==> config.mk <==
export PLATFORM = sky130hd
export DESIGN_NAME = primitive_face_assembly
export DESIGN_NICKNAME = d
export VERILOG_FILES = /design/src/design/pfa_pkg.sv /design/src/design/pfa_core.sv /design/src/design/pfa_face_fifo.sv /design/src/design/primitive_face_assembly.sv
export SDC_FILE = /design/constraint.sdc
export NUM_CORES = 1
export LEC_CHECK = 0
export BUFFER_PORTS_ARGS = -buffer_cell sky130_fd_sc_hd__buf_4
export CAP_MARGIN = 10
export CORE_MARGIN = 2
export CORE_UTILIZATION = 45
export CTS_CLUSTER_DIAMETER = 150
export DETAILED_ROUTE_END_ITERATION = 6
export GPL_ROUTABILITY_DRIVEN = 0
export GPL_TIMING_DRIVEN = 0
export PLACE_DENSITY = 0.61
export SETUP_SLACK_MARGIN = 0.4
export SLEW_MARGIN = 20
export SYNTH_ARGS = -nofsm -noshare
export SYNTH_HDL_FRONTEND = slang
export SYNTH_HIERARCHICAL = 1
export SYNTH_SLANG_ARGS = --single-unit
==> constraint.sdc <==
create_clock -name clk_i -period 22.2 [get_ports clk_i]
set_clock_uncertainty 0.1 [all_clocks]
set_input_delay 6.66 -clock clk_i [delete_from_list [all_inputs] [get_ports clk_i]]
set_output_delay 6.66 -clock clk_i [all_outputs]
set_load 0.02 [all_outputs]
==> src/design/pfa_pkg.sv <==
// Package for the primitive face assembler: index width, topology codes,
// register indexes, face record and output queue sizing. No dependencies.
package pfa_pkg;

  localparam int INDEX_BITS = 32;
  localparam logic [31:0] IDX_MASK = 32'((64'd1 << INDEX_BITS) - 64'd1);

  typedef enum logic [2:0] {
    MODE_POINTS    = 3'd0,
    MODE_LINES     = 3'd1,
    MODE_TRIANGLES = 3'd2,
    MODE_LINE_STRIP = 3'd3,
    MODE_LINE_LOOP = 3'd4,
    MODE_TRI_STRIP = 3'd5,
    MODE_TRI_FAN   = 3'd6
  } prim_mode_e;

  localparam logic REG_PRIM_MODE  = 1'b0;
  localparam logic REG_AUTO_INDEX = 1'b1;

  localparam logic [2:0] PRIM_MODE_RESET = 3'd2;

  localparam logic [1:0] CNT_POINT = 2'd1;
  localparam logic [1:0] CNT_LINE  = 2'd2;
  localparam logic [1:0] CNT_TRI   = 2'd3;

  typedef struct packed {
    logic        final_of_item;
    logic [1:0]  corner_count;
    logic [31:0] corner_c;
    logic [31:0] corner_b;
    logic [31:0] corner_a;
  } face_t;

  // up to two faces produced by one vertex beat
  typedef struct packed {
    logic  v0;
    logic  v1;
    face_t f0;
    face_t f1;
  } face_pair_t;

  localparam int QDEPTH = 4;
  localparam int QPTR_W = $clog2(QDEPTH);
  localparam int QCNT_W = $clog2(QDEPTH + 1);

endpackage

==> src/design/pfa_core.sv <==
// Assembly state and face generation for one vertex beat per cycle while accept_i is high.
// Holds the configuration registers. Depends on pfa_pkg.
module pfa_core
  import pfa_pkg::*;
(
  input  logic        clk_i,
  input  logic        rst_ni,
  input  logic        cfg_we_i,
  input  logic        cfg_idx_i,
  input  logic [2:0]  cfg_wdata_i,
  input  logic        accept_i,
  input  logic [31:0] vertex_index_i,
  input  logic        last_i,
  output face_pair_t  faces_o
);

  logic [2:0]  prim_mode_q;
  logic        auto_index_q;
  logic [31:0] first_q, first_d;
  logic [31:0] prev_q, prev_d;
  logic [31:0] older_q, older_d;
  logic [31:0] pos_q, pos_d;
  logic [1:0]  fill_q, fill_d;

  logic [31:0] idx;
  logic [1:0]  sat;
  face_pair_t  fp;

  always_ff @(posedge clk_i or negedge rst_ni) begin
    if (!rst_ni) begin
      prim_mode_q  <= PRIM_MODE_RESET;
      auto_index_q <= 1'b0;
    end else if (cfg_we_i) begin
      case (cfg_idx_i)
        REG_PRIM_MODE:  prim_mode_q  <= cfg_wdata_i;
        REG_AUTO_INDEX: auto_index_q <= cfg_wdata_i[0];
        default: ;
      endcase
    end
  end

  always_comb begin
    idx = (auto_index_q ? pos_q : vertex_index_i) & IDX_MASK;
    sat = (fill_q >= 2'd2) ? 2'd2 : fill_q + 2'd1;
    fp       = '0;
    fill_d   = fill_q;
    first_d  = first_q;

    case (prim_mode_e'(prim_mode_q))
      MODE_POINTS: begin
        fp.v0 = 1'b1;
        fp.f0.corner_a = idx;
        fp.f0.corner_count = CNT_POINT;
      end
      MODE_LINES: begin
        if (fill_q == 2'd0) begin
          fill_d = 2'd1;
        end else begin
          fp.v0 = 1'b1;
          fp.f0.corner_a = prev_q;
          fp.f0.corner_b = idx;
          fp.f0.corner_count = CNT_LINE;
          fill_d = 2'd0;
        end
      end
      MODE_TRIANGLES: begin
        if (fill_q >= 2'd2) begin
          fp.v0 = 1'b1;
          fp.f0.corner_a = older_q;
          fp.f0.corner_b = prev_q;
          fp.f0.corner_c = idx;
          fp.f0.corner_count = CNT_TRI;
          fill_d = 2'd0;
        end else begin
          fill_d = fill_q + 2'd1;
        end
      end
      MODE_LINE_STRIP: begin
        if (fill_q >= 2'd1) begin
          fp.v0 = 1'b1;
          fp.f0.corner_a = prev_q;
          fp.f0.corner_b = idx;
          fp.f0.corner_count = CNT_LINE;
        end
        fill_d = sat;
      end
      MODE_LINE_LOOP: begin
        if (fill_q == 2'd0) begin
          first_d = idx;
        end else begin
          fp.v0 = 1'b1;
          fp.f0.corner_a = prev_q;
          fp.f0.corner_b = idx;
          fp.f0.corner_count = CNT_LINE;
          // closing edge back to the first vertex
          if (last_i) begin
            fp.v1 = 1'b1;
            fp.f1.corner_a = idx;
            fp.f1.corner_b = first_q;
            fp.f1.corner_count = CNT_LINE;
          end
        end
        fill_d = sat;
      end
      MODE_TRI_STRIP: begin
        if (fill_q >= 2'd2) begin
          fp.v0 = 1'b1;
          fp.f0.corner_a = pos_q[0] ? prev_q : older_q;
          fp.f0.corner_b = pos_q[0] ? older_q : prev_q;
          fp.f0.corner_c = idx;
          fp.f0.corner_count = CNT_TRI;
        end
        fill_d = sat;
      end
      MODE_TRI_FAN: begin
        if (fill_q == 2'd0) begin
          first_d = idx;
        end
        if (fill_q >= 2'd2) begin
          fp.v0 = 1'b1;
          fp.f0.corner_a = first_q;
          fp.f0.corner_b = prev_q;
          fp.f0.corner_c = idx;
          fp.f0.corner_count = CNT_TRI;
        end
        fill_d = sat;
      end
      default: ;
    endcase

    fp.f0.final_of_item = !fp.v1;
    fp.f1.final_of_item = 1'b1;

    older_d = prev_q;
    prev_d  = idx;
    pos_d   = pos_q + 32'd1;

    if (last_i) begin
      first_d = '0;
      prev_d  = '0;
      older_d = '0;
      pos_d   = '0;
      fill_d  = '0;
    end

    faces_o    = fp;
    faces_o.v0 = fp.v0 & accept_i;
    faces_o.v1 = fp.v1 & accept_i;
  end

  always_ff @(posedge clk_i or negedge rst_ni) begin
    if (!rst_ni) begin
      first_q <= '0;
      prev_q  <= '0;
      older_q <= '0;
      pos_q   <= '0;
      fill_q  <= '0;
    end else if (accept_i) begin
      first_q <= first_d;
      prev_q  <= prev_d;
      older_q <= older_d;
      pos_q   <= pos_d;
      fill_q  <= fill_d;
    end
  end

endmodule

==> src/design/pfa_face_fifo.sv <==
// Small output queue of faces: up to two pushes and one pop per cycle.
// Depends on pfa_pkg.
module pfa_face_fifo
  import pfa_pkg::*;
(
  input  logic       clk_i,
  input  logic       rst_ni,
  input  face_pair_t push_i,
  output logic       room2_o,
  output logic       valid_o,
  input  logic       pop_i,
  output face_t      face_o
);

  face_t              mem_q [QDEPTH];
  logic [QPTR_W-1:0]  wptr_q, wptr_d, rptr_q, rptr_d;
  logic [QCNT_W-1:0]  cnt_q, cnt_d;
  logic [QPTR_W-1:0]  wptr_p1;
  logic               pop;
  logic [1:0]         npush;

  assign wptr_p1 = wptr_q + QPTR_W'(1);
  assign pop     = pop_i & valid_o;
  assign npush   = {1'b0, push_i.v0} + {1'b0, push_i.v1};
  assign valid_o = (cnt_q != '0);
  assign room2_o = (cnt_q <= QCNT_W'(QDEPTH - 2));
  assign face_o  = mem_q[rptr_q];

  always_comb begin
    wptr_d = wptr_q + QPTR_W'(npush);
    rptr_d = rptr_q + QPTR_W'(pop);
    cnt_d  = cnt_q + QCNT_W'(npush) - QCNT_W'(pop);
  end

  always_ff @(posedge clk_i or negedge rst_ni) begin
    if (!rst_ni) begin
      wptr_q <= '0;
      rptr_q <= '0;
      cnt_q  <= '0;
    end else begin
      wptr_q <= wptr_d;
      rptr_q <= rptr_d;
      cnt_q  <= cnt_d;
    end
  end

  for (genvar i = 0; i < QDEPTH; i++) begin : g_ent
    always_ff @(posedge clk_i) begin
      if (push_i.v0 && wptr_q == QPTR_W'(i)) begin
        mem_q[i] <= push_i.f0;
      end else if (push_i.v1 && wptr_p1 == QPTR_W'(i)) begin
        mem_q[i] <= push_i.f1;
      end
    end
  end

endmodule

==> src/design/primitive_face_assembly.sv <==
// Primitive face assembler: vertex index beats in, face beats out.
// A face is written to the face queue as its completing vertex beat is accepted; m_axis shows the queue head.
// Throughput: one vertex beat per cycle; a closing line-loop edge adds one
// output beat, absorbed by the four-entry face queue (input held while < 2 free).
// Reset (rst_ni low, async): mode triangles, auto index off, state and queue empty.
// Depends on pfa_pkg, pfa_core and pfa_face_fifo.
module primitive_face_assembly
  import pfa_pkg::*;
(
  input  logic         clk_i,
  input  logic         rst_ni,
  input  logic         cfg_we_i,
  input  logic         cfg_idx_i,
  input  logic [2:0]   cfg_wdata_i,
  input  logic         s_axis_tvalid,
  output logic         s_axis_tready,
  input  logic [31:0]  s_axis_tdata,   // [31:0] vertex_index
  input  logic         s_axis_tlast,   // end_of_primitive
  output logic         m_axis_tvalid,
  input  logic         m_axis_tready,
  output logic [103:0] m_axis_tdata,   // corner_a, corner_b, corner_c, corner_count, zero pad
  output logic         m_axis_tlast    // final_of_item
);

  face_pair_t faces;
  face_t      head;
  logic       room2;
  logic       accept;

  assign s_axis_tready = room2;
  assign accept        = s_axis_tvalid & room2;

  pfa_core u_core (
    .clk_i          (clk_i),
    .rst_ni         (rst_ni),
    .cfg_we_i       (cfg_we_i),
    .cfg_idx_i      (cfg_idx_i),
    .cfg_wdata_i    (cfg_wdata_i),
    .accept_i       (accept),
    .vertex_index_i (s_axis_tdata),
    .last_i         (s_axis_tlast),
    .faces_o        (faces)
  );

  pfa_face_fifo u_fifo (
    .clk_i   (clk_i),
    .rst_ni  (rst_ni),
    .push_i  (faces),
    .room2_o (room2),
    .valid_o (m_axis_tvalid),
    .pop_i   (m_axis_tready),
    .face_o  (head)
  );

  assign m_axis_tdata = {6'd0, head.corner_count, head.corner_c, head.corner_b,
                         head.corner_a};
  assign m_axis_tlast = head.final_of_item;

endmodule

Yosys cells after proc, flatten, opt, wreduce, memory -nomap -nowiden
Memory sizes are Yosys's and may differ from the RTL's.
Cells that the tools add are included.
{"block": "word_totals", "out_inout_bits": 107, "mem_count": 1, "input_bits": 42, "elab_cells": 138, "ram_bits": 396, "ff_bits": 141}
{"block": "classes", "mux": 68, "n_eq_ne": 12, "order_cmp": 3, "n_bitwise": 9, "reduce_logical": 27, "add_sub_neg": 8}
{"name": "u_fifo.mem_q", "words": 4, "width": 99, "read_ports": 1, "rd_clocked_by_memory_dff": 0, "write_ports": 2, "line_no": "pfa_face_fifo.sv:15", "rtl": "face_t mem_q [QDEPTH];"}
{"operator": "$mux 99", "n": 6}
{"operator": "$mux 64", "n": 5}
{"operator": "$mux 98", "n": 3}
{"operator": "$mux 32", "n": 9}
{"operator": "$reduce_or 99->1", "n": 2}
{"operator": "$pmux 32 s6", "n": 1}
{"operator": "$pmux 32 s5", "n": 1}
{"operator": "$pmux 32 s3", "n": 1}
{"operator": "$add 32x1->32 const B", "n": 1}
{"operator": "$mux 1", "n": 28}
{"operator": "$mux 2", "n": 11}
{"operator": "$pmux 2 s6", "n": 1}
{"operator": "$eq 3x3->1 const B", "n": 3}
{"operator": "$eq 2x2->1 const B", "n": 4}
{"operator": "$logic_and 1x1->1", "n": 8}
{"operator": "$eq 3x2->1 const B", "n": 2}
{"operator": "$logic_not 2->1", "n": 3}
{"operator": "$pmux 2 s3", "n": 1}
{"operator": "$reduce_and 2->1", "n": 3}
{"operator": "$pmux 1 s5", "n": 1}
{"operator": "$add 2x1->2 const B", "n": 2}
{"operator": "$and 1x1->1", "n": 4}
{"operator": "$eq 2x1->1 const B", "n": 2}
{"operator": "$or 1x1->1", "n": 4}
{"operator": "other kinds (19)", "n": 21}

Logic depth before layout (Yosys ltp)
{"block": "logic_depth", "ltp_word": 11, "mapped_depth": 15, "mapped_depth_nobuf": 13}

Cells and area by module
Netlist, hierarchy kept.
{"mod": "pfa_face_fifo", "area_per_inst_um2": 19520.0, "cells_each": 997, "seq_area_each_um2": 12066.6, "instances": 1}
{"mod": "pfa_core", "area_per_inst_um2": 9344.0, "cells_each": 1075, "seq_area_each_um2": 3354.5, "instances": 1}
{"mod": "primitive_face_assembly", "area_per_inst_um2": 55.1, "cells_each": 8, "seq_area_each_um2": 0.0, "instances": 1}

Worst setup path after synthesis
Ideal clock, no wire load.
{"block": "synth_path", "kind": "input to register", "start": "in s_axis_tvalid", "end": "mem u_fifo/mem_q[2][0] (netlist name), enable pin", "required_ns": 21.407, "arrival_time_ns": 14.570, "path_slack_ns": 6.836, "cell_stages": 7, "path_buffers": 2, "setup_ns": 0.693, "cell_sequence": "and2_1 > inv_1 > clkbuf_1 > buf_1 > a31oi_1 > nand2b_1 > o21ai_0"}
{"element": "start, declared", "line_no": "primitive_face_assembly.sv:15", "rtl": "input logic s_axis_tvalid,"}
{"element": "end, declared", "line_no": "pfa_face_fifo.sv:15"}

==> summary.txt <==
Drt
  – Total routed wirelength: approximately 90,000 um
  – DRT Pass-1 Iters: 6
  – Routed wire length per instance: between 20 and 30 um
  – Post-detailed-route count of antenna-violating nets: 0
  – Iteration-0 DRC Markers: 2,411
  – Total via count in the routed design: 20,000
  – Via density per instance: between 6 and 7
  – Post-route DRC: 0

Critical path
  – Arr. time, crit path: ~10,000 ps
  – Class of the most critical setup path: in -> reg
  – Crit-path max FO: 17
  – Worst path required time: around 22,000 ps
  – Kind of start point of the critical path: input port
  – Sort of element at the end of the critical path: flip-flop

Global routing
  – Wire length of the first global-routing pass: 135,000 um
  – Maximum number of pins on one net before global-route repair: 82
  – Via count of the first global-routing pass: about 20,000
  – Number of antenna violations at the first check in global routing: 3
  – Total routing resource utilization after global routing: about 28%
  – Sum of overflow across all layers after global routing: 0

Synthesis
  – Main synth FF type: edfxtp_1
  – Synthesized-area fraction occupied by adder cells: less than 1%
  – Mux cell area share after synthesis: ~27%
  – Warnings, synthesis: 6
  – Post-synthesis simple-gate area fraction: under 10%
  – Synth async-reset ratio: between 20% and 30%
  – Synthesized cell area: approximately 29,000 um2
  – Number of enable flip-flop cells after synthesis: around 400
  – Count of cell types in the netlist: 59
  – Sequential share of the synthesized area: 53.3%
  – Cell type with the largest total area after synthesis: edfxtp_1
  – Mean instance size in the synthesized netlist: between 10 and 15 um2
  – Synth Area in Compound Gates: 7.93%
  – Combinational family with the most area after synthesis: multiplexers
  – Number of synthesized register bits: 537
  – Top cells by area in the synthesized netlist: edfxtp_1, mux2_2, dfrtp_1
  – Post-synthesis share of cell area spent on xor and xnor gates: less than 1%
  – Cell with the most instances after synthesis: edfxtp_1
  – Share of the synthesized area in the top cell type: between 40 and 50%
  – Instance count of the mapped netlist: 2,080
  – Cell types with the highest counts after synthesis: edfxtp_1, mux2_2, dfrtp_1

Floorplan
  – Die Span X: approximately 260 um
  – Number of standard-cell rows in the floorplan: slightly above 90
  – Core region area: approximately 63,000 um2
  – Initial core utilization: a little under half
  – Total I/O pin count: about 150
  – Die ar.: around 66,000 um2
  – Height of the die: between 200 and 300 um

Power
  – Pwr per Cell Area: 107 nW/um2
  – Power share of the sequential group: between 30% and 40%
  – Switching Fraction: between 30% and 40%
  – Internal: between 2 and 2.5 mW
  – Switching component of the power: around 1.3 mW
  – Cell leakage power: 13.2 nW
  – Peak VDD IR: approximately 0.074 mV
  – Clock share of power: between 20% and 30%
  – Proportion of power drawn by combinational gates: between 30% and 40%

Placed design
  – Post-DP HPWL: roughly 65,000 um
  – Cell area after placement: about 32,000 um2
  – Port Buffer Count: ~140

CTS
  – # H-tree levels: 2
  – Number of setup buffers added after CTS: 0
  – Count of clock tree sinks: roughly 540
  – Clock latency at the later pin of the worst-skew pair: between 600 and 700 ps
  – Clock slew seen by the registers of the worst setup and hold paths: 60 ps
  – Hold buffer count at CTS: 0
  – Clk buf depth: 3
  – Cts bufs inserted: 58
  – Root buffer cell: clkbuf_16
  – Number of resized instances in the post-cts repair step: 0
  – TritonCTS clock tree: yes

Timing
  – Minimum clock period: 9910 ps
  – Highest attainable clock frequency: between 100 and 150 MHz
  – Count of endpoints failing setup in the final report: 0
  – Hold slack final: ~400 ps
  – Max Slew Vio Count: 0
  – Measured slew at the worst slew-check pin: between 1000 and 1500 ps
  – Final period utilization: ~45%
  – Slew margin rel.: between 10% and 20%
  – RSZ-0062 raised after global routing: false
  – Number of hold violations in the final report: 0

Run status
  – Result of the run: complete, no violations

Run
  – Number of maximum-capacitance violations: 0

Final layout
  – Area of all placed cells without fillers: between 30,000 and 40,000 um2
  – P&R area growth vs syn: 17.5%
  – Share of layout cells above drive strength 1: between 30% and 40%
  – Finished Core Util: between 50 and 60%
  – Final nets: ~2,400

Worst hold path
  – Worst hold-check path type: reg -> reg
-- final cells by class --
| type | count | area (um2) |
|---|---|---|
| Tap cell | 846 | 1060 |
| Buffer | 216 | 1240 |
| Timing Repair Buffer | 178 | 1860 |
| Clock buffer | 68 | 1490 |
| Sequential cell | 537 | 15400 |
| Clock inverter | 41 | 402 |
| Inverter | 45 | 169 |
| Fill cell | 5372 | 29300 |
| Multi-Input combinational cell | 1319 | 12400 |
| Antenna cell | 1 | 2.50 |
-- metrics by stage --
stage	setup TNS, ps	cells	power (mW)	setup WS, ps
after floorplan	0	2117	2.15	6840
after global placement	-165370	3104	2.64	-1030
after detailed placement	0	3141	2.67	11720
after CTS	0	3250	3.65	12380
after global routing	0	3251	3.78	12150
final	0	3251	3.64	12290
-- worst max-delay path, stage by stage --
cell	delay, ps
buf_4	80
and2_1	300
inv_1	220
clkbuf_1	340
buf_1	360
a31oi_1	470
nand2b_1	240
o21ai_4	620
buf_16	260
buf_16	180
buf_16	190
buf_16	170
-- power groups by stage --
stage | clock (mW) | sequential (mW) | combinational [mW]
floorplan | 0 | 1.33 | 0.813
CTS | 0.995 | 1.35 | 1.30
global route | 1.03 | 1.36 | 1.38
global placement | 0 | 1.38 | 1.25
finish | 0.978 | 1.35 | 1.31
detailed placement | 0 | 1.37 | 1.30
-- logic make-up (layout without fill, tap and decap cells) --
kind of cell | Yosys count | in the layout
compound gates | 312 | 312
xor+xnor | 12 | 12
fa+ha+maj | 8 | 8
buf+inv | 261 | 548
flops | 537 | 537
mux | 600 | 600
other cells | 3 | 41
simple gates | 347 | 347
-- path summary, 6_finish.rpt --
kind | start | end | slack (ps) | cells after the start
max in group asynchronous | rst_ni | u_core/first_q[24] | 15290 | 2
setup / recovery | s_axis_tvalid | u_fifo/mem_q[2][40] | 12290 | 12
min in group asynchronous | rst_ni | u_fifo/rptr_q[0] | 5870 | 1
hold reg to reg | u_fifo/rptr_q[0] | u_fifo/rptr_q[0] | 400 | 1
setup reg to reg | u_core/prim_mode_q[2] | u_fifo/mem_q[0][39] | 17500 | 13
hold / removal | u_fifo/rptr_q[0] | u_fifo/rptr_q[0] | 400 | 1
-- cells in the final DEF (no fill, tap or decap), drive strengths merged, types with 7 or more instances in the layout --
cell     instances
mux2           402
edfxtp         396
buf            293
clkbuf         169
dfrtp          140
mux4            99
mux2i           99
o2bb2ai         90
nor2            86
nand2           81
o21ai           74
inv             47
o31ai           45
conb            40
nand3b          37
and3            36
nor3            35
a221o           32
a21o            32
clkinv          31
a21oi           22
nand3           14
or4             14
nor4             8
xnor2            8
bufinv           7
ha               7
nand4            7
-- per-layer routing --
metal | global-route usage (%) | part of all wire (%) | up-vias
li1 | - | - | 8591
met1 | 37.9 | 41 | 10200
met2 | 43.2 | 47 | 985
met3 | 5.84 | 8.7 | 203
met4 | 10.3 | 4.2 | 2
met5 | 0 | 0.014 | -
-- state kept, by name, summed over array words and instances, names as in the netlist --
name and cells:
u_fifo/mem_q 396, u_core/first_q 32, u_core/prev_q 32, u_fifo/wptr_q 2
u_core/older_q 32, u_fifo/rptr_q 2, u_fifo/cnt_q 3, u_core/auto_index_q 1
u_core/prim_mode_q 3, u_core/pos_q 32, u_core/fill_q 2
(Power assumes the default switching activity.)
